## src/hw/rtl/aesv_pkg.sv

```systemverilog
// Shared types, constants and the sine table generator for the envelope sine voice.
package aesv_pkg;

  localparam int TIME_W    = 20;
  localparam int LEVEL_W   = 17;
  localparam int DIVD_W    = 37;
  localparam int QUOT_W    = 17;
  localparam int SAMPLE_W  = 16;
  localparam int CFG_IDX_W = 3;
  localparam int CFG_DAT_W = 20;
  localparam int MID_DEPTH = 4;
  localparam int OUT_DEPTH = 32;

  localparam logic [LEVEL_W-1:0] ONE_Q16   = 17'h10000;
  localparam logic [14:0]        AMPLITUDE = 15'd30000;
  localparam longint unsigned    HALF_PI_Q30 = 64'd1686629713;

  localparam logic [CFG_IDX_W-1:0] CFG_ATTACK  = 3'd0;
  localparam logic [CFG_IDX_W-1:0] CFG_DECAY   = 3'd1;
  localparam logic [CFG_IDX_W-1:0] CFG_RELEASE = 3'd2;
  localparam logic [CFG_IDX_W-1:0] CFG_NOTE    = 3'd3;
  localparam logic [CFG_IDX_W-1:0] CFG_SUSTAIN = 3'd4;

  typedef enum logic [2:0] {
    ENV_ATTACK,
    ENV_DECAY,
    ENV_SUSTAIN,
    ENV_RELEASE,
    ENV_ZERO
  } env_seg_t;

  // One classified item on its way from front to back.
  typedef struct packed {
    env_seg_t            seg;
    logic [DIVD_W-1:0]   dividend;
    logic [TIME_W-1:0]   divisor;
    logic [LEVEL_W-1:0]  sustain;
    logic [LEVEL_W-1:0]  mag;
    logic                neg;
  } mid_item_t;

  typedef struct packed {
    logic signed [SAMPLE_W-1:0] sample;
    logic [LEVEL_W-1:0]         level;
  } out_item_t;

  // Quarter-wave entry k in Q1.16 from a Q30 Taylor series.
  function automatic logic [LEVEL_W-1:0] quarter_sine(input longint unsigned k,
                                                      input int tbits);
    longint unsigned x;
    longint unsigned term;
    longint unsigned sum;
    longint unsigned r;
    bit sub;
    x = (k * HALF_PI_Q30) >> tbits;
    term = x;
    sum = x;
    sub = 1'b1;
    for (int n = 1; n <= 7; n++) begin
      term = (((term * x) >> 30) * x) >> 30;
      unique case (n)
        1: term = term / 6;
        2: term = term / 20;
        3: term = term / 42;
        4: term = term / 72;
        5: term = term / 110;
        6: term = term / 156;
        default: term = term / 210;
      endcase
      if (sub) sum = sum - term;
      else sum = sum + term;
      sub = !sub;
    end
    r = (sum + 64'd8192) >> 14;
    if (r > 64'd65536) r = 64'd65536;
    return r[LEVEL_W-1:0];
  endfunction

endpackage

```

## src/hw/rtl/aesv_back.sv

```systemverilog
// Back end: pipelined envelope divider and amplitude scaling.
module aesv_back (
  input  logic                 clk,
  input  logic                 rst,
  input  logic                 in_valid,
  input  aesv_pkg::mid_item_t  in_item,
  output logic                 out_valid,
  output aesv_pkg::out_item_t  out_item
);
  import aesv_pkg::*;

  localparam int NS = QUOT_W;

  logic               v     [0:NS];
  logic [TIME_W-1:0]  rem   [0:NS];
  logic [QUOT_W-1:0]  low   [0:NS];
  logic [QUOT_W-1:0]  quot  [0:NS];
  logic [TIME_W-1:0]  dvs   [0:NS];
  env_seg_t           seg   [0:NS];
  logic [LEVEL_W-1:0] sus   [0:NS];
  logic [LEVEL_W-1:0] mag   [0:NS];
  logic               neg   [0:NS];

  assign v[0]    = in_valid;
  assign rem[0]  = in_item.dividend[DIVD_W-1 -: TIME_W];
  assign low[0]  = in_item.dividend[QUOT_W-1:0];
  assign quot[0] = '0;
  assign dvs[0]  = in_item.divisor;
  assign seg[0]  = in_item.seg;
  assign sus[0]  = in_item.sustain;
  assign mag[0]  = in_item.mag;
  assign neg[0]  = in_item.neg;

  // One restoring quotient bit per stage.
  for (genvar j = 0; j < NS; j++) begin : g_div
    logic [TIME_W:0] cand;
    logic [TIME_W:0] diff;
    logic            ge;
    assign cand = {rem[j], low[j][QUOT_W-1]};
    assign diff = cand - {1'b0, dvs[j]};
    assign ge   = (cand >= {1'b0, dvs[j]});

    always_ff @(posedge clk) begin
      if (rst) v[j+1] <= 1'b0;
      else v[j+1] <= v[j];
    end

    always_ff @(posedge clk) begin
      rem[j+1]  <= ge ? diff[TIME_W-1:0] : cand[TIME_W-1:0];
      low[j+1]  <= {low[j][QUOT_W-2:0], 1'b0};
      quot[j+1] <= {quot[j][QUOT_W-2:0], ge};
      dvs[j+1]  <= dvs[j];
      seg[j+1]  <= seg[j];
      sus[j+1]  <= sus[j];
      mag[j+1]  <= mag[j];
      neg[j+1]  <= neg[j];
    end
  end

  // Envelope finish.
  logic [LEVEL_W-1:0] env_c;
  logic               e_valid;
  logic [LEVEL_W-1:0] e_env;
  logic [LEVEL_W-1:0] e_mag;
  logic               e_neg;

  always_comb begin
    unique case (seg[NS])
      ENV_ATTACK:  env_c = quot[NS];
      ENV_DECAY:   env_c = ONE_Q16 - quot[NS];
      ENV_SUSTAIN: env_c = sus[NS];
      ENV_RELEASE: env_c = quot[NS];
      default:     env_c = '0;
    endcase
  end

  always_ff @(posedge clk) begin
    if (rst) e_valid <= 1'b0;
    else e_valid <= v[NS];
  end

  always_ff @(posedge clk) begin
    e_env <= env_c;
    e_mag <= mag[NS];
    e_neg <= neg[NS];
  end

  // Scale: envelope times sine, then times amplitude.
  logic                 m1_valid;
  logic [2*LEVEL_W-1:0] m1_prod;
  logic [LEVEL_W-1:0]   m1_env;
  logic                 m1_neg;
  logic                 m2_valid;
  logic [2*LEVEL_W+14:0] m2_prod;
  logic [LEVEL_W-1:0]   m2_env;
  logic                 m2_neg;
  logic [SAMPLE_W-1:0]  mag_out;

  always_ff @(posedge clk) begin
    if (rst) begin
      m1_valid <= 1'b0;
      m2_valid <= 1'b0;
    end else begin
      m1_valid <= e_valid;
      m2_valid <= m1_valid;
    end
  end

  always_ff @(posedge clk) begin
    m1_prod <= e_env * e_mag;
    m1_env  <= e_env;
    m1_neg  <= e_neg;
    m2_prod <= m1_prod * AMPLITUDE;
    m2_env  <= m1_env;
    m2_neg  <= m1_neg;
  end

  assign mag_out         = {1'b0, m2_prod[46:32]};
  assign out_valid       = m2_valid;
  assign out_item.sample = m2_neg ? -mag_out : mag_out;
  assign out_item.level  = m2_env;
endmodule

```

## config.mk

```make
export PLATFORM = sky130hd
export DESIGN_NAME = aesv_back
export DESIGN_NICKNAME = d
export VERILOG_FILES = /design/src/hw/rtl/aesv_pkg.sv /design/src/hw/rtl/aesv_back.sv
export SDC_FILE = /design/constraint.sdc
export NUM_CORES = 2
export LEC_CHECK = 0
export BUFFER_PORTS_ARGS = -buffer_cell sky130_fd_sc_hd__buf_2
export CAP_MARGIN = 20
export CORE_MARGIN = 3
export CORE_UTILIZATION = 40
export DETAILED_ROUTE_END_ITERATION = 12
export PLACE_DENSITY = 0.53
export SLEW_MARGIN = 20
export SYNTH_ARGS = -nofsm -noshare
export SYNTH_HDL_FRONTEND = slang
export SYNTH_SLANG_ARGS = --single-unit
```

## constraint.sdc

```tcl
create_clock -name clk -period 8.1 [get_ports clk]
set_input_delay 1.62 -clock clk [delete_from_list [all_inputs] [get_ports clk]]
set_output_delay 1.62 -clock clk [all_outputs]
set_load 0.01 [all_outputs]
```

-- Yosys cells after proc, flatten, opt, wreduce, memory -nomap -nowiden
Cells that the tools add are included.
- output and inout bits: 34
- register bits after elaboration: 1743
- word-level logic and storage cells: 222
- bits of input ports: 98
- add/sub/neg operators: 18
- $lt $le $gt $ge: 17
- reduce and logical (&&, ||, !) cells: 2
- mux-type cells: 18
- multiply operators: 2
- equality and inequality tests: 3
- operator list (kind ; number):
    21-bit by 20-bit >= comparator with 1-bit output ; 17
    20-bit two-way mux ; 16
    20-bit subtractor ; 16
    17-bit one-hot mux with 3 select lines ; 1
    34-bit by 11-bit multiplier with 43-bit output (second input constant) ; 1
    17-bit by 17-bit multiplier with 34-bit output ; 1
    17-bit subtractor (first input constant) ; 1
    16-bit two-way mux ; 1
    15-bit negator with 16-bit output ; 1
    3-bit by 2-bit == test with 1-bit output (second input constant) ; 2
    3-bit by 1-bit == test with 1-bit output (second input constant) ; 1
    3-bit zero test ; 1
    2-bit OR reduction ; 1

-- Longest topological paths before layout
- depth in word-level cells: 3
- mapped depth: 25
- gate-level depth less buffers: 23

-- Least setup slack after synthesis
No wires, ideal clock.
- path kind: reg-to-reg
- start point: register e_env[9]
- end point: register m1_prod[32]
- path buffers: 1
- setup slack: 2081 ps
- clock period less this slack: 6019 ps
- data required time: 8028 ps
- stages on the path, launching flop included: 21
- arrival time: 5946 ps
- setup time: 72 ps
- cells stage by stage: dfxtp_1 clkbuf_1 nand2_1 fa_1 fa_1 inv_1 fa_1 fa_1 fa_1 inv_1 fa_1 inv_1 ha_1 a21o_1 o41a_1 o211ai_1 nand3_1 a311oi_1 o31ai_1 a311oi_1 xnor2_1
- longest elaborated chain between the ends: 1
- ends and longest elaborated chain (item ; RTL line ; RTL):
    from (decl) ; aesv_back.sv:63 ; logic [LEVEL_W-1:0] e_env;
    from (signal assigned) ; aesv_back.sv:83 ; e_env <= env_c;
    17-bit by 17-bit multiplier with 34-bit output ; aesv_back.sv:110 ; m1_prod <= e_env * e_mag;
    to (signal assigned) ; aesv_back.sv:110 ;
    to (decl) ; aesv_back.sv:90 ; logic [2*LEVEL_W-1:0] m1_prod;
No other way between the ends.
A chain may end at the register's enable or synchronous reset.

-- Final worst setup path
- start point: register e_mag[4]
- end point: register m1_prod[32]
- longest elaborated chain between the ends: 1
- ends and longest elaborated chain (item ; RTL line ; RTL):
    from (decl) ; aesv_back.sv:64 ; logic [LEVEL_W-1:0] e_mag;
    from (signal assigned) ; aesv_back.sv:84 ; e_mag <= mag[NS];
    17-bit by 17-bit multiplier with 34-bit output ; aesv_back.sv:110 ;
No other way between the ends.

==> flow_metrics.env <==
export IMPL_synthesis_nets=7549
export IMPL_wl_mm=136
export IMPL_cts_tree="yes"
export IMPL_critPathMaxFanout=17
export IMPL_synth_edf_count=0
export IMPL_synth_top_area_share_pct=48.5
export IMPL_tightest_slew_ns=1.06
export IMPL_wire_per_inst_um=14.8
export IMPL_place_congestion=0.849
export IMPL_worstPathRequired_ns=8.83
export IMPL_cpPeakStageDelay_ns=0.81
export IMPL_crit_type="flop to flop"
export IMPL_hold_violations=0
export IMPL_yosysTopAreaCell="dfxtp_1"
export IMPL_cts_max_level=4
export IMPL_rsz0062_at_grt="false"
export IMPL_core_mm2=0.175
export IMPL_vias_per_cell=4.68
export IMPL_antenna_found_initial=12
export IMPL_final_setup_tns_ns=0
export IMPL_insertion_delay_ns=0.80
export IMPL_slew_headroom_pct=29.5
export IMPL_grt_overflow=0
export IMPL_cts_sink_count=1715
export IMPL_min_path_type="flop to flop"
export IMPL_die_width_um=427
export IMPL_worst_ep_arrival_time_ns=7.48
export IMPL_clkTransAtPathRegs_ns=0.06
export IMPL_fillCellCount=16399
export IMPL_grt_usage_pct=15.1
export IMPL_post_route_min_period_ns=6.75
export IMPL_cp_start_kind="flop"
export IMPL_start_util_pct=40.5
export IMPL_dieArea_mm2=0.182
export IMPL_top_layer="met4"
export IMPL_grt_max_degree=38
export IMPL_synth_area_mm2=0.0708
export IMPL_placedCellCount=8866
export IMPL_netlist_cell_type_count=89
export IMPL_initialDrtViolationCount=1884
export IMPL_synth_most_common_cell="dfxtp_1"
export IMPL_grt_pass1_wl_mm=222
export IMPL_syn_avg_cell_area_um2=10.9
export IMPL_hold_buffers=0
export IMPL_fp_row_count=153
export IMPL_synth_seq_cells=1715
export IMPL_met1_length_mm=61.0
export IMPL_cp_buffers_inverters=3
export IMPL_synthArstFlopShare_pct=0
export IMPL_fin_skew_ns=0.0245
export IMPL_clockRootBuffer="clkbuf_16"
export IMPL_slowest_stage="dfxtp_1"
export IMPL_synth_common_cells="1715 x dfxtp_1, 951 x inv_1, 550 x ha_1"
export IMPL_critPathTopFamily="adder cells"
export IMPL_grt_pass1_vias=43571
export IMPL_finalSetupViolCount=0
export IMPL_worstPathCellList="nand2_1, fa_1, fa_1, inv_1, fa_1, fa_1, fa_1, inv_1, fa_1, inv_1, ha_1, a21o_1, o41a_1, o211ai_1, nand3_1, a311oi_1, o31ai_1, a311oi_1, xnor2_1"
export IMPL_finalCritPeriodShare_pct=83.4
export IMPL_ant_nets=0
export IMPL_end_kind="flop"
export IMPL_layout_drive_gt1_share_pct=9.75
export IMPL_detailed_place_hpwl_mm=105
export IMPL_synthFlopType="dfxtp_1"
export IMPL_die_h_um=427
export IMPL_cts_resized=0
export IMPL_postCtsSetupRepairBufs=0
export IMPL_cp_common_cell="fa_1"
export IMPL_final_cells=9196
export IMPL_fmax_ghz=0.148
export IMPL_ys_warnings_count=0
export IMPL_wl_met2_mm=64.7
export IMPL_cts_made_buffers=177
export IMPL_yosysSeqAreaShare_pct=48.5
export IMPL_syn_to_final_growth_pct=13.6
export IMPL_cts_max_path_buffers=3
export IMPL_port_buffers=131
export IMPL_fin_nets=7758
export IMPL_io_pins=132
export IMPL_syn_inst=6511
export IMPL_cap_violations=0
export IMPL_drv_slew=0
export IMPL_wl_met3_mm=4.76
export IMPL_post_route_drc_count=0
export IMPL_status="complete, no violations"
export IMPL_synth_area_top_cells="dfxtp_1 48%, fa_1 11%, ha_1 9.7%"
export IMPL_vias=43041
export IMPL_drtPass1Iterations=5
==> metrics by stage <==
stage | area, um2 | utilization (%) | worst slack [ns] | hold WS (ns)
final | 80400 | 46.0 | 1.35 | 0.307
after global routing | 80400 | 46.0 | 0.999 | 0.308
after CTS | 80400 | 45.9 | 1.39 | 0.298
after detailed placement | 74000 | 42.3 | 1.42 | 0.312
after global placement | 74000 | 42.3 | 1.46 | 0.310
after floorplan | 70800 | - | 2.08 | 0.310
==> area by class of cell <==
cell class,count,area (um2),area share [%]
multi-input combinational,3729,32400,40.3
clock inverter,84,1270,1.58
tap,2325,2910,3.62
sequential,1715,34300,42.7
timing repair buffer,145,768,0.955
clock buffer,244,5110,6.36
antenna,2,5.00,0.00622
inverter,952,3580,4.45
==> registers in the layout, summed over array words and instances (netlist names) <==
| register | count |
|---|---|
| dvs | 320 |
| e_env | 17 |
| e_mag | 17 |
| e_neg | 1 |
| e_valid | 1 |
| g_div.cand | 336 |
| low | 120 |
| m1_env | 17 |
| m1_neg | 1 |
| m1_prod | 34 |
| m1_valid | 1 |
| m2_env | 17 |
| m2_neg | 1 |
| m2_prod | 15 |
| mag | 289 |
| neg | 17 |
| out_valid | 1 |
| quot | 153 |
| seg | 51 |
| sus | 289 |
| v | 17 |
==> worst paths after layout <==
check	slack [ns]	from	end	cells after the start
setup / recovery	1.35	e_mag[4]	m1_prod[32]	19
hold / removal	0.31	sus[276]	sus[259]	0
setup reg to reg	1.35	e_mag[4]	m1_prod[32]	19
hold reg to reg	0.31	sus[276]	sus[259]	0
==> kinds of logic after synthesis <==
group           count (synthesis)  share of synthesized area (%)
simple gates                 1230                           8.43
compound gates               1045                           9.55
buf+inv                      1067                           5.78
flops                        1715                           48.5
xor+xnor                      315                           3.90
fa+ha+maj                     940                           20.7
mux                           199                           3.11
==> per-layer routing <==
metal | vias up | track usage [%]
met5 | - | 0
met4 | 0 | 6.38
met3 | 262 | 2.59
met2 | 692 | 25.6
met1 | 20335 | 19.0
li1 | 21752 | -
==> cell usage in the layout (no fill, tap or decap), types with 32 or more instances in the layout <==
cell type	n
o21a_1	56
buf_2	131
o31ai_1	32
a21oi_1	286
nand4_1	48
a21o_1	142
clkbuf_16	179
mux2i_1	36
clkbuf_8	39
mux2_2	162
nor3_1	71
inv_1	951
nor2b_1	74
o21ai_0	235
xnor2_1	203
nand2_1	403
nand3_1	64
dfxtp_1	1714
fa_1	390
nor2_1	262
nand2b_1	41
a211oi_1	48
and2_1	140
xor2_1	112
ha_1	550
Power is left out: the tool's default activity adds up to more than one toggle a clock period on the data nets, which glitch-free logic cannot reach.
