### src/hw/rtl/aesv_queue.sv
// Small first-in first-out queue with an occupancy count.
module aesv_queue #(
  parameter int WIDTH = 8,
  parameter int DEPTH = 4
) (
  input  logic                       clk,
  input  logic                       rst,
  input  logic                       push,
  input  logic [WIDTH-1:0]           wdata,
  input  logic                       pop,
  output logic [WIDTH-1:0]           rdata,
  output logic                       empty,
  output logic [$clog2(DEPTH+1)-1:0] count
);
  localparam int AW = (DEPTH > 1) ? $clog2(DEPTH) : 1;
  localparam int CW = $clog2(DEPTH+1);
  localparam logic [AW-1:0] LAST = AW'(DEPTH - 1);

  logic [WIDTH-1:0] entries [0:DEPTH-1];
  logic [AW-1:0]    wr_ptr;
  logic [AW-1:0]    rd_ptr;
  logic [CW-1:0]    used;

  always_ff @(posedge clk) begin
    if (push) begin
      entries[wr_ptr] <= wdata;
    end
  end

  always_ff @(posedge clk) begin
    if (rst) begin
      wr_ptr <= '0;
      rd_ptr <= '0;
      used   <= '0;
    end else begin
      if (push) wr_ptr <= (wr_ptr == LAST) ? '0 : wr_ptr + 1'b1;
      if (pop) rd_ptr <= (rd_ptr == LAST) ? '0 : rd_ptr + 1'b1;
      if (push && !pop) used <= used + 1'b1;
      else if (pop && !push) used <= used - 1'b1;
    end
  end

  assign rdata = entries[rd_ptr];
  assign empty = (used == '0);
  assign count = used;
endmodule

### config.mk
export PLATFORM = sky130hd
export DESIGN_NAME = aesv_queue
export DESIGN_NICKNAME = d
export VERILOG_FILES = /design/src/hw/rtl/aesv_queue.sv
export SDC_FILE = /design/constraint.sdc
export NUM_CORES = 1
export LEC_CHECK = 0
export BUFFER_PORTS_ARGS = -buffer_cell sky130_fd_sc_hd__buf_4
export CAP_MARGIN = 30
export CORE_AREA = 2 2 58 60
export CTS_CLUSTER_DIAMETER = 50
export DETAILED_ROUTE_END_ITERATION = 8
export DIE_AREA = 0 0 60 62
export GPL_ROUTABILITY_DRIVEN = 0
export HOLD_SLACK_MARGIN = 0.12
export PLACE_DENSITY = 0.73
export REMOVE_ABC_BUFFERS = 1
export SYNTH_ARGS = -nofsm -noshare
export SYNTH_HDL_FRONTEND = slang
export SYNTH_SLANG_ARGS = --single-unit
### constraint.sdc
create_clock -name clk -period 1.6 [get_ports clk]
set_input_delay 0.08 -clock clk [delete_from_list [all_inputs] [get_ports clk]]
set_output_delay 0.08 -clock clk [all_outputs]
set_load 0.01 [all_outputs]
# --- Yosys cells after proc, flatten, opt, wreduce, memory -nomap -nowiden ---
# Memory sizes are Yosys's and may differ from the RTL's. A register that Yosys moved wholly into a read port is not among the register bits.
# Cells that the tools add are included.
word_totals:
  n_memories: 1
  register_bits: 7
  output_inout_bits: 12
  ram_bits: 32
  elab_cells: 24
classes:
  add_sub_neg: 4
  n_eq_ne: 2
  mux: 8
  reduce_logical: 6
memory_table:
  columns: ["memory", "depth", "width", "read_ports", "rd_clocked_by_memory_dff", "wr", "line", "text"]
  rows:
  - ["entries", 4, 8, 1, 1, 1, "19", "logic [WIDTH-1:0] entries [0:DEPTH-1];"]
ops:
  columns: ["op", "count"]
  rows:
  - ["2-to-1 mux 2 bit", 4]
  - ["2-to-1 mux 3 bit", 2]
  - ["adder 2 x 1 -> 2 bit (second input constant)", 2]
  - ["equality test 2 bit (second input constant)", 2]
  - ["adder 3 x 1 -> 3 bit (second input constant)", 1]
  - ["zero test 3 bit", 1]
  - ["subtractor 3 x 1 -> 3 bit (second input constant)", 1]
  - ["logical AND 1 bit", 2]
  - ["zero test 1 bit", 2]
  - ["2-to-1 mux 1 bit", 2]
  - ["nonzero test 2 bit", 1]

# --- Logic depth before layout (Yosys ltp) ---
# Gate-level depths: netlist (run 1).
depth:
  depth_word: 4
  mapped_depth: 7
  depth_no_buf: 7

# --- Worst setup path before layout (run 1) ---
# No wires, ideal clock.
synth_path:
  kind: "register to register"
  start: "register used[0] (netlist: count[0])"
  end: "register used[2] (netlist: count[2])"
  setup_time_ns: 0.070
  synth_period_minus_slack_ns: 1.428
  slack_ns: 0.172
  path_stages_with_launch: 5
  t_arrival_ns: 1.358
  path_buffers: 0
  cell_sequence: "dfxtp_1 fa_1 xor2_1 or3_1 a21oi_1"
synth_between:
  elab_chain_len: 3
  word_cells_on_any_way: 4
  cone_classes: "add/sub (2); mux (2)"
synth_rtl:
  columns: ["element", "line", "text"]
  rows:
  - ["start, declared", "22", "logic [CW-1:0] used;"]
  - ["start signal, assigned", "38", "if (push && !pop) used <= used + 1'b1;"]
  - ["start signal, assigned", "39", "else if (pop && !push) used <= used - 1'b1;"]
  - ["subtractor 3 x 1 -> 3 bit", "39", null]
  - ["2-to-1 mux 3 bit", "39", null]
  - ["2-to-1 mux 3 bit (*)", "38", null]
# Mark *: on every way between the ends. The rest lies on a longest branch, timed or not. The select of a mux whose other input is x is not followed.
# A chain may end at the register's enable or synchronous reset.

==> results_dict.tcl, run 1 <==
set metrics [dict create \
    wire_per_inst_um 14.7 \
    first_pass_iters 4 \
    rsz0062_at_grt "true" \
    fin_hold_ws_ns 0.164 \
    ys.flop_type "edfxtp_1" \
    slew_headroom 0.695 \
    cts_buffers 5 \
    synth_common_cells "edfxtp_1 (32), dfxtp_1 (9), mux4_2 (8), nor2_1 (7), ha_1 (6)" \
    synth_top_area_frac 0.604 \
    cp_max_fo 8 \
    crit_family "multiplexers" \
    power_leakage_nw 0.772 \
    gr-total-overflow 0 \
    drtIter0Drc 25 \
    cp-start-kind "flip-flop" \
    dieArea_um2 3720 \
    antenna_found_initial 0 \
    min_period_ns 1.59 \
    yosysSeqAreaShare 0.718 \
    grt_pass1_wl_um 3860 \
    htree_levels 2 \
    drive_above_1_share 0.315 \
    dpl_worst_slack_ns 0.00485 \
    critPathBufInv 2 \
    wl_um 2540 \
    syn_area_per_cell_um2 18.7 \
    hp-class "input pin to flip-flop" \
    finalNonFillerCells 173 \
    synth_cell_type_count 17 \
    cap_violations 0 \
    die_y_um 62 \
    setup_slack_ns 0.0120 \
    dp.final_hpwl_um 1650 \
    hold_violations 0 \
    max_freq_mhz 630 \
    clock-root-buffer "clkbuf_4" \
    setup_viol 0 \
    peakVddDrop_uv 717 \
    cts_tree "yes" \
    cp_slowest_cell "mux4_2" \
    worstPathCellList "buf_12 > mux4_2 > buf_6" \
    coreArea_um2 3180 \
    fin_nets 145 \
    insertion_delay_ns 0.34 \
    initial_core_util 0.500 \
    area_growth_pct 29.3 \
    synthTopCellsByArea "edfxtp_1 (60%), dfxtp_1 (11%), mux4_2 (11%)" \
    portBuffers 23 \
    tightest_slew_ns 0.458 \
    arrival_ns 1.51 \
    placedCellCount 153 \
    vias 841 \
    yosys_warnings 0 \
    grt_usage 0.157 \
    die_w_um 60 \
    ys_async_sr_fraction 0 \
    synth_edf_count 32 \
    cts_sinks 41 \
    netlist_area_um2 1590 \
    grt_pass1_vias 835 \
    ys_seq_elements 41 \
    finalCritPeriodShare 0.993 \
    pin_count 24 \
    diodes 0 \
    syn_inst 85 \
    critical-path-max-stage-delay_ns 0.52 \
    ant_nets 0 \
    drc_errors 0 \
    netlist.top_cell.by_area "edfxtp_1" \
    path_class "flip-flop to output port" \
    yosysMostFrequentCell "edfxtp_1" \
    grt_max_degree 13 \
    skew_ns 0.00913 \
    crit_required_ns 1.52 \
    p_per_area_nw_per_um2 1080 \
    clk_pin_slew_ns 0.12 \
    rows 21 \
    outcome "complete, no violations" \
    slew_violations 0 \
    endpoint_kind "output port" \
    vias_per_cell 4.86 \
    cts_buffer_depth 2 \
]
==> registers in the layout, indices dropped and copies added (netlist names), named ones only <==
| signal | count |
|---|---|
| entries | 32 |
| count | 3 |
| rd_ptr | 2 |
| wr_ptr | 2 |
==> through the flow <==
step | TNS, ns | util | area, µm² | power (mW)
2_1_floorplan | 0 | - | 1570 | 1.42
3_3_place_gp | 0 | 0.570 | 1810 | 1.55
3_5_place_dp | 0 | 0.570 | 1810 | 1.57
4_1_cts | -0.0259 | 0.643 | 2040 | 2.23
5_1_grt | -0.344 | 0.647 | 2060 | 2.31
6_report | 0 | 0.647 | 2060 | 2.22
==> per-layer routing <==
layer | routed length (µm) | global-route usage
met1 | 957 | 0.167
met2 | 1380 | 0.269
met4 | 53 | 0.0825
met3 | 147 | 0.0642
met5 | 0 | 0
==> power by group <==
group | switching, mW | internal, mW | total (mW)
clock network | 0.316 | 0.311 | 0.627
registers | 0.0404 | 1.21 | 1.25
logic | 0.144 | 0.199 | 0.342
total | 0.501 | 1.72 | 2.22
==> cells by family after synthesis <==
family | Yosys count | synth area share
flops | 41 | 0.718
simple gates | 14 | 0.0441
mux | 12 | 0.138
fa+ha+maj | 7 | 0.0598
buf+inv | 6 | 0.0197
compound gates | 3 | 0.00944
xor+xnor | 2 | 0.0110
==> final timing paths <==
| kind | from | endpoint | slack [ns] | depth (start not counted) |
|---|---|---|---|---|
| hold reg to reg | rd_ptr[0] | flip-flop | 0.54 | 2 |
| hold / removal | pop | flip-flop | 0.16 | 4 |
| setup reg to reg | count[0] | count[2] | 0.09 | 4 |
| setup / recovery | flip-flop | rdata[5] | 0.01 | 3 |
==> layout make-up <==
class                           count  area, µm²
Inverter                            4       15.0
Tap cell                           46       57.6
Multi-Input combinational cell     38        418
Fill cell                         219       1120
Timing Repair Buffer               36        343
Clock buffer                        8       80.1
Sequential cell                    41       1140
==> worst min-delay path: stages <==
cell	delay (ns)
buf_4	0.12
nor3b_1	0.13
a21oi_1	0.10
nor2_1	0.05
==> timing repair <==
| item | 4_1_cts | 5_1_grt |
|---|---|---|
| endpoints found under the hold margin | 41 | 0 |
| hold buffers | 12 | 0 |
| resized for setup | 9 | 3 |
| buffers inserted | 0 | 0 |
| setup endpoints to repair | 8 | 8 |
==> cells in the final DEF, fill, tap and decap left out, types with 5 or more instances in the layout <==
master | synthesis | layout
dlygate4sd3_1 | 0 | 12
buf_4 | 0 | 15
mux4_2 | 8 | 8
edfxtp_1 | 32 | 32
ha_1 | 6 | 6
buf_6 | 1 | 8
nor2_1 | 7 | 7
dfxtp_1 | 9 | 8
clkbuf_4 | 0 | 5
Power figures use the tool's default switching activity.
==> inputs of run 2 (changes only) <==
- CORE_AREA: 2 2 58 60 -> 2 2 60 62
- DIE_AREA: 0 0 60 62 -> 0 0 62 64
- PLACE_DENSITY: 0.73 -> 0.72
- clock period: 1.6 -> 1.4 ns (I/O delays scaled with it)
==> run 2 against run 1 <==
The run now ends with setup timing left. Global-route usage rose by 0.11 points. Routed wire length up 2.7%. Setup slack got worse by 0.16 ns. Via count up 5.1%. Total power grew 16%. Non-clock buffer count grew 9. Hold slack worse by 0.037 ns. Cell count is 5.2% higher. Sequential power grew 14%. Core utilization rose by 0.56 points. Die area is 6.7% higher. Clock power up 16%. Critical path type unchanged. Largest power group unchanged. Highest routed layer unchanged.
==> results_dict.tcl, run 2 (same netlist as run 1, synthesis figures left out) <==
set metrics [dict create \
    power_leakage_nw 0.821 \
    finalCritPeriodShare 1.11 \
    critical-path-max-stage-delay_ns 0.51 \
    tightest_slew_ns 0.213 \
    vias 884 \
    setup_slack_ns -0.150 \
    dieArea_um2 3970 \
    hp-class "input pin to flip-flop" \
    clk_pin_slew_ns 0.11 \
    final_area_um2 2140 \
    portBuffers 23 \
    crit_required_ns 1.33 \
    slew_headroom 0.856 \
    peakVddDrop_uv 707 \
    clock-root-buffer "clkbuf_4" \
    wire_per_inst_um 14.3 \
    drc_errors 0 \
    cp_max_fo 5 \
    layout_commonest_cell "edfxtp_1" \
    p_per_area_nw_per_um2 1210 \
    first_pass_iters 2 \
    cts_post_setup_buffers_inserted 0 \
    cts_buffers 5 \
    vias_per_cell 4.86 \
    area_growth_pct 34.7 \
    gr-total-overflow 0 \
    rows 21 \
    grt_max_degree 13 \
    min_period_ns 1.55 \
    cap_violations 0 \
    grt_pass1_wl_um 4320 \
    violations "setup timing" \
    htree_levels 2 \
    path_class "flip-flop to output port" \
    fillers 238 \
    drive_above_1_share 0.397 \
    path_common_cell "buf_6" \
    wl_um 2600 \
    insertion_delay_ns 0.34 \
    ant_nets 0 \
    diodes 0 \
    slew_violations 0 \
    setup_viol 8 \
    pin_count 24 \
    skew_ns 0.00454 \
    rsz0062_at_grt "true" \
    largest_reg_flops 32 \
    cts_tree "yes" \
    die_w_um 62 \
    dp.final_hpwl_um 1850 \
    die_y_um 64 \
    antenna_found_initial 0 \
    drtIter0Drc 24 \
    worstPathCellList "buf_6 > mux4_2 > buf_6" \
    cp-start-kind "flip-flop" \
    grt_pass1_vias 946 \
    max_freq_mhz 645 \
    fin_hold_ws_ns 0.127 \
    cp_slowest_cell "mux4_2" \
    arrival_ns 1.48 \
    r2r_setup_slack_ns 0.04 \
    coreArea_um2 3280 \
    fin_nets 154 \
    hold_violations 0 \
    endpoint_kind "output port" \
    initial_core_util 0.484 \
    outcome "finished, violations left" \
    grt_usage 0.158 \
    cts_buffer_depth 2 \
    cts_sinks 41 \
    final_cell_mix "edfxtp_1 (32), buf_4 (23), dlygate4sd3_1 (10), buf_6 (10), mux4_2 (8)" \
    largest-register "entries" \
    postPlaceCellArea_um2 1920 \
]
-- run 2: repair_timing --
action,in CTS,in global routing
gates resized for setup,14,1
hold buffers,10,0
endpoints found under the setup margin,9,9
pin swaps,0,1
hold endpoints to repair,41,0
-- run 2: power breakdown --
part / internal (mW) / switching, mW
Sequential: 1.39 / 0.0394
Clock: 0.372 / 0.354
Combinational: 0.257 / 0.177
Total: 2.01 / 0.570
-- run 2: cell type report --
cell class              count  area, µm²  area share
clock buffers               6       41.3      0.0193
clock inverters             2       33.8      0.0158
inverters                   4       15.0     0.00701
multi-input cells          38        424       0.198
flip-flops and latches     41       1140       0.534
well taps                  46       57.6      0.0269
repair buffers             45        425       0.199
-- run 2: final timing paths --
check | start | endpoint | cells after the start
max | flip-flop | rdata[5] | 3
min | push | wr_ptr[1] | 4
max reg2reg | count[0] | count[2] | 4
min reg2reg | count[2] | count[2] | 2
-- run 2: metrics by stage --
stage / TNS (ns) / util / std cells / worst slack [ns] / total power [mW]
after detailed placement: -0.107 / 0.584 / 164 / -0.107 / 1.83
after CTS: -1.28 / 0.651 / 182 / -0.169 / 2.61
after floorplan: -0.0281 / - / 83 / -0.0281 / 1.62
final: -1.11 / 0.652 / 182 / -0.150 / 2.58
after global placement: -0.0748 / 0.584 / 164 / -0.0748 / 1.82
after global routing: -1.72 / 0.652 / 182 / -0.231 / 2.72
-- run 2: metal layers --
layer  up-vias  routed length, µm  global-route usage
li1        422                  -                   -
met1       433               1040               0.174
met2        23               1380               0.260
met3         6                133              0.0628
met4         0                 48              0.0691
met5         -                  0                   0
-- run 2: critical path, delay by kind of cell, from the launching register on --
kind | cells | cell delay (ns)
buffers and inverters | 2 | 0.27
DFF | 1 | 0.36
muxes | 1 | 0.51
==> inputs of run 3 (changes only) <==
- CORE_AREA: 2 2 60 62 -> 2 2 59 61
- CTS_BUF_LIST: default -> sky130_fd_sc_hd__clkbuf_8
- DIE_AREA: 0 0 62 64 -> 0 0 61 63
- PLACE_DENSITY: 0.72 -> 0.74
==> run 3 against run 2 <==
Routed wire length rose by 0.69%. Core utilization rose by 3.2 points. Sequential power barely moved. Count of clock-buffer cells in the layout fell by 1. First-iteration DRC count rose by 4.2%. Via count fell by 2.1%. Cell count did not move. Clock power rose by 52%. Total power rose by 15%. The flow still finishes with violations (setup timing). Register-to-register slack got worse by 0.02 ns. Clock skew rose by 0.0016 ns. Largest power group unchanged.
==> results_dict.tcl, run 3 (same netlist as run 1, synthesis figures left out) <==
set metrics [dict create \
    finalCritPeriodShare 1.06 \
    fillers 239 \
    setup_viol 8 \
    drtIter0Drc 25 \
    cts_buffer_depth 2 \
    area_growth_pct 38.9 \
    cts_sinks 41 \
    grt_max_degree 14 \
    hold_violations 0 \
    slew_violations 0 \
    vias_per_cell 4.75 \
    max_freq_mhz 672 \
    slew_headroom 0.863 \
    peakVddDrop_uv 993 \
    endpoint_kind "output port" \
    setup_slack_ns -0.0892 \
    cts_tree "yes" \
    power_leakage_nw 0.854 \
    drive_above_1_share 0.412 \
    cp-start-kind "flip-flop" \
    portBuffers 23 \
    hp-class "input pin to flip-flop" \
    cp_max_fo 5 \
    power_mw 2.98 \
    cts_post_setup_buffers_inserted 0 \
    diodes 0 \
    cap_violations 0 \
    cts_buffers 5 \
    min_period_ns 1.49 \
    arrival_ns 1.42 \
    htree_levels 2 \
    post-route-util 0.684 \
    skew_ns 0.00612 \
    fin_nets 154 \
    r2r_start "count[0]" \
    grt_pass1_wl_um 4380 \
    die_w_um 61 \
    largest-register "entries" \
    grt_pass1_vias 908 \
    p_per_area_nw_per_um2 1350 \
    setup_tns_ns -0.634 \
    gr-total-overflow 0 \
    largest_reg_flops 32 \
    path_class "flip-flop to output port" \
    grt_usage 0.169 \
    final_cell_mix "edfxtp_1 (32), buf_4 (23), buf_6 (10)" \
    tightest_slew_ns 0.203 \
    antenna_found_initial 0 \
    drc_errors 0 \
    ant_nets 0 \
    dp.final_hpwl_um 1800 \
    wire_per_inst_um 14.4 \
    dieArea_um2 3840 \
    outcome "finished, violations left" \
    crit_required_ns 1.33 \
    coreArea_um2 3230 \
    clock-root-buffer "clkbuf_8" \
    rows 21 \
    layout_commonest_cell "edfxtp_1" \
    initial_core_util 0.492 \
    clk_pin_slew_ns 0.08 \
    wl_um 2620 \
    first_pass_iters 4 \
    insertion_delay_ns 0.29 \
    vias 865 \
    fin_hold_ws_ns 0.164 \
    min-delay-start "pop" \
    pin_count 24 \
    rsz0062_at_grt "true" \
    violations "setup timing" \
    die_y_um 63 \
]
[run 3: cell count changes in the layout (fill, tap and decap cells not counted)]
cell	delta
clkbuf_4	-5
buf_12	+1
dfxtp_1	+1
clkbuf_1	-1
bufinv_16	+1
clkinv_1	-1
dlygate4sd3_1	-1
dfxtp_2	-1
clkinv_2	+1
clkbuf_8	+5
[run 3: critical path: stages (launching register included)]
cell,delay (ns)
dfxtp_2,0.35
buf_6,0.14
mux4_2,0.51
buf_6,0.14
[run 3: area by class of cell]
type | count | area, µm² | area share
Multi-Input combinational cell | 38 | 424 | 0.192
Clock inverter | 3 | 65.1 | 0.0294
Sequential cell | 41 | 1140 | 0.518
Inverter | 4 | 15.0 | 0.00680
Tap cell | 46 | 57.6 | 0.0260
Timing Repair Buffer | 45 | 435 | 0.197
Clock buffer | 5 | 68.8 | 0.0311
[run 3: power by group]
| group | leakage, nW | switching, mW | internal [mW] |
|---|---|---|---|
| Combinational | 0.417 | 0.188 | 0.267 |
| Clock | 0.0681 | 0.396 | 0.708 |
| Sequential | 0.369 | 0.0332 | 1.38 |
| Total | 0.854 | 0.617 | 2.36 |
[run 3: routing by layer]
metal | up-vias | global-route usage | wire, µm
met2 | 28 | 0.269 | 1420
met3 | 2 | 0.0559 | 104
met4 | 0 | 0.0897 | 31
met1 | 413 | 0.199 | 1070
met5 | - | 0 | 0
li1 | 422 | - | -
[run 3: final timing paths]
check | cells past startpoint | end | slack, ns
setup reg to reg | 4 | count[2] | 0.02
hold reg to reg | 2 | rd_ptr[1] | 0.56
hold / removal | 4 | flip-flop | 0.16
setup / recovery | 3 | rdata[0] | -0.09
[run 3: metrics by stage]
| step | setup slack, ns | instances | instance area [µm²] |
|---|---|---|---|
| after detailed placement | -0.162 | 165 | 1940 |
| after floorplan | -0.0281 | 83 | 1570 |
| after CTS | -0.101 | 182 | 2210 |
| final | -0.0892 | 182 | 2210 |
| after global routing | -0.155 | 182 | 2210 |
| after global placement | -0.0584 | 165 | 1940 |
[run 3: timing repair]
action | 4_1_cts | 5_1_grt
endpoints found under the setup margin | 9 | 9
endpoints found under the hold margin | 41 | 0
pin swaps | 1 | 0
resized for setup | 14 | 0
cloned | 0 | 0
hold buffers | 9 | 0
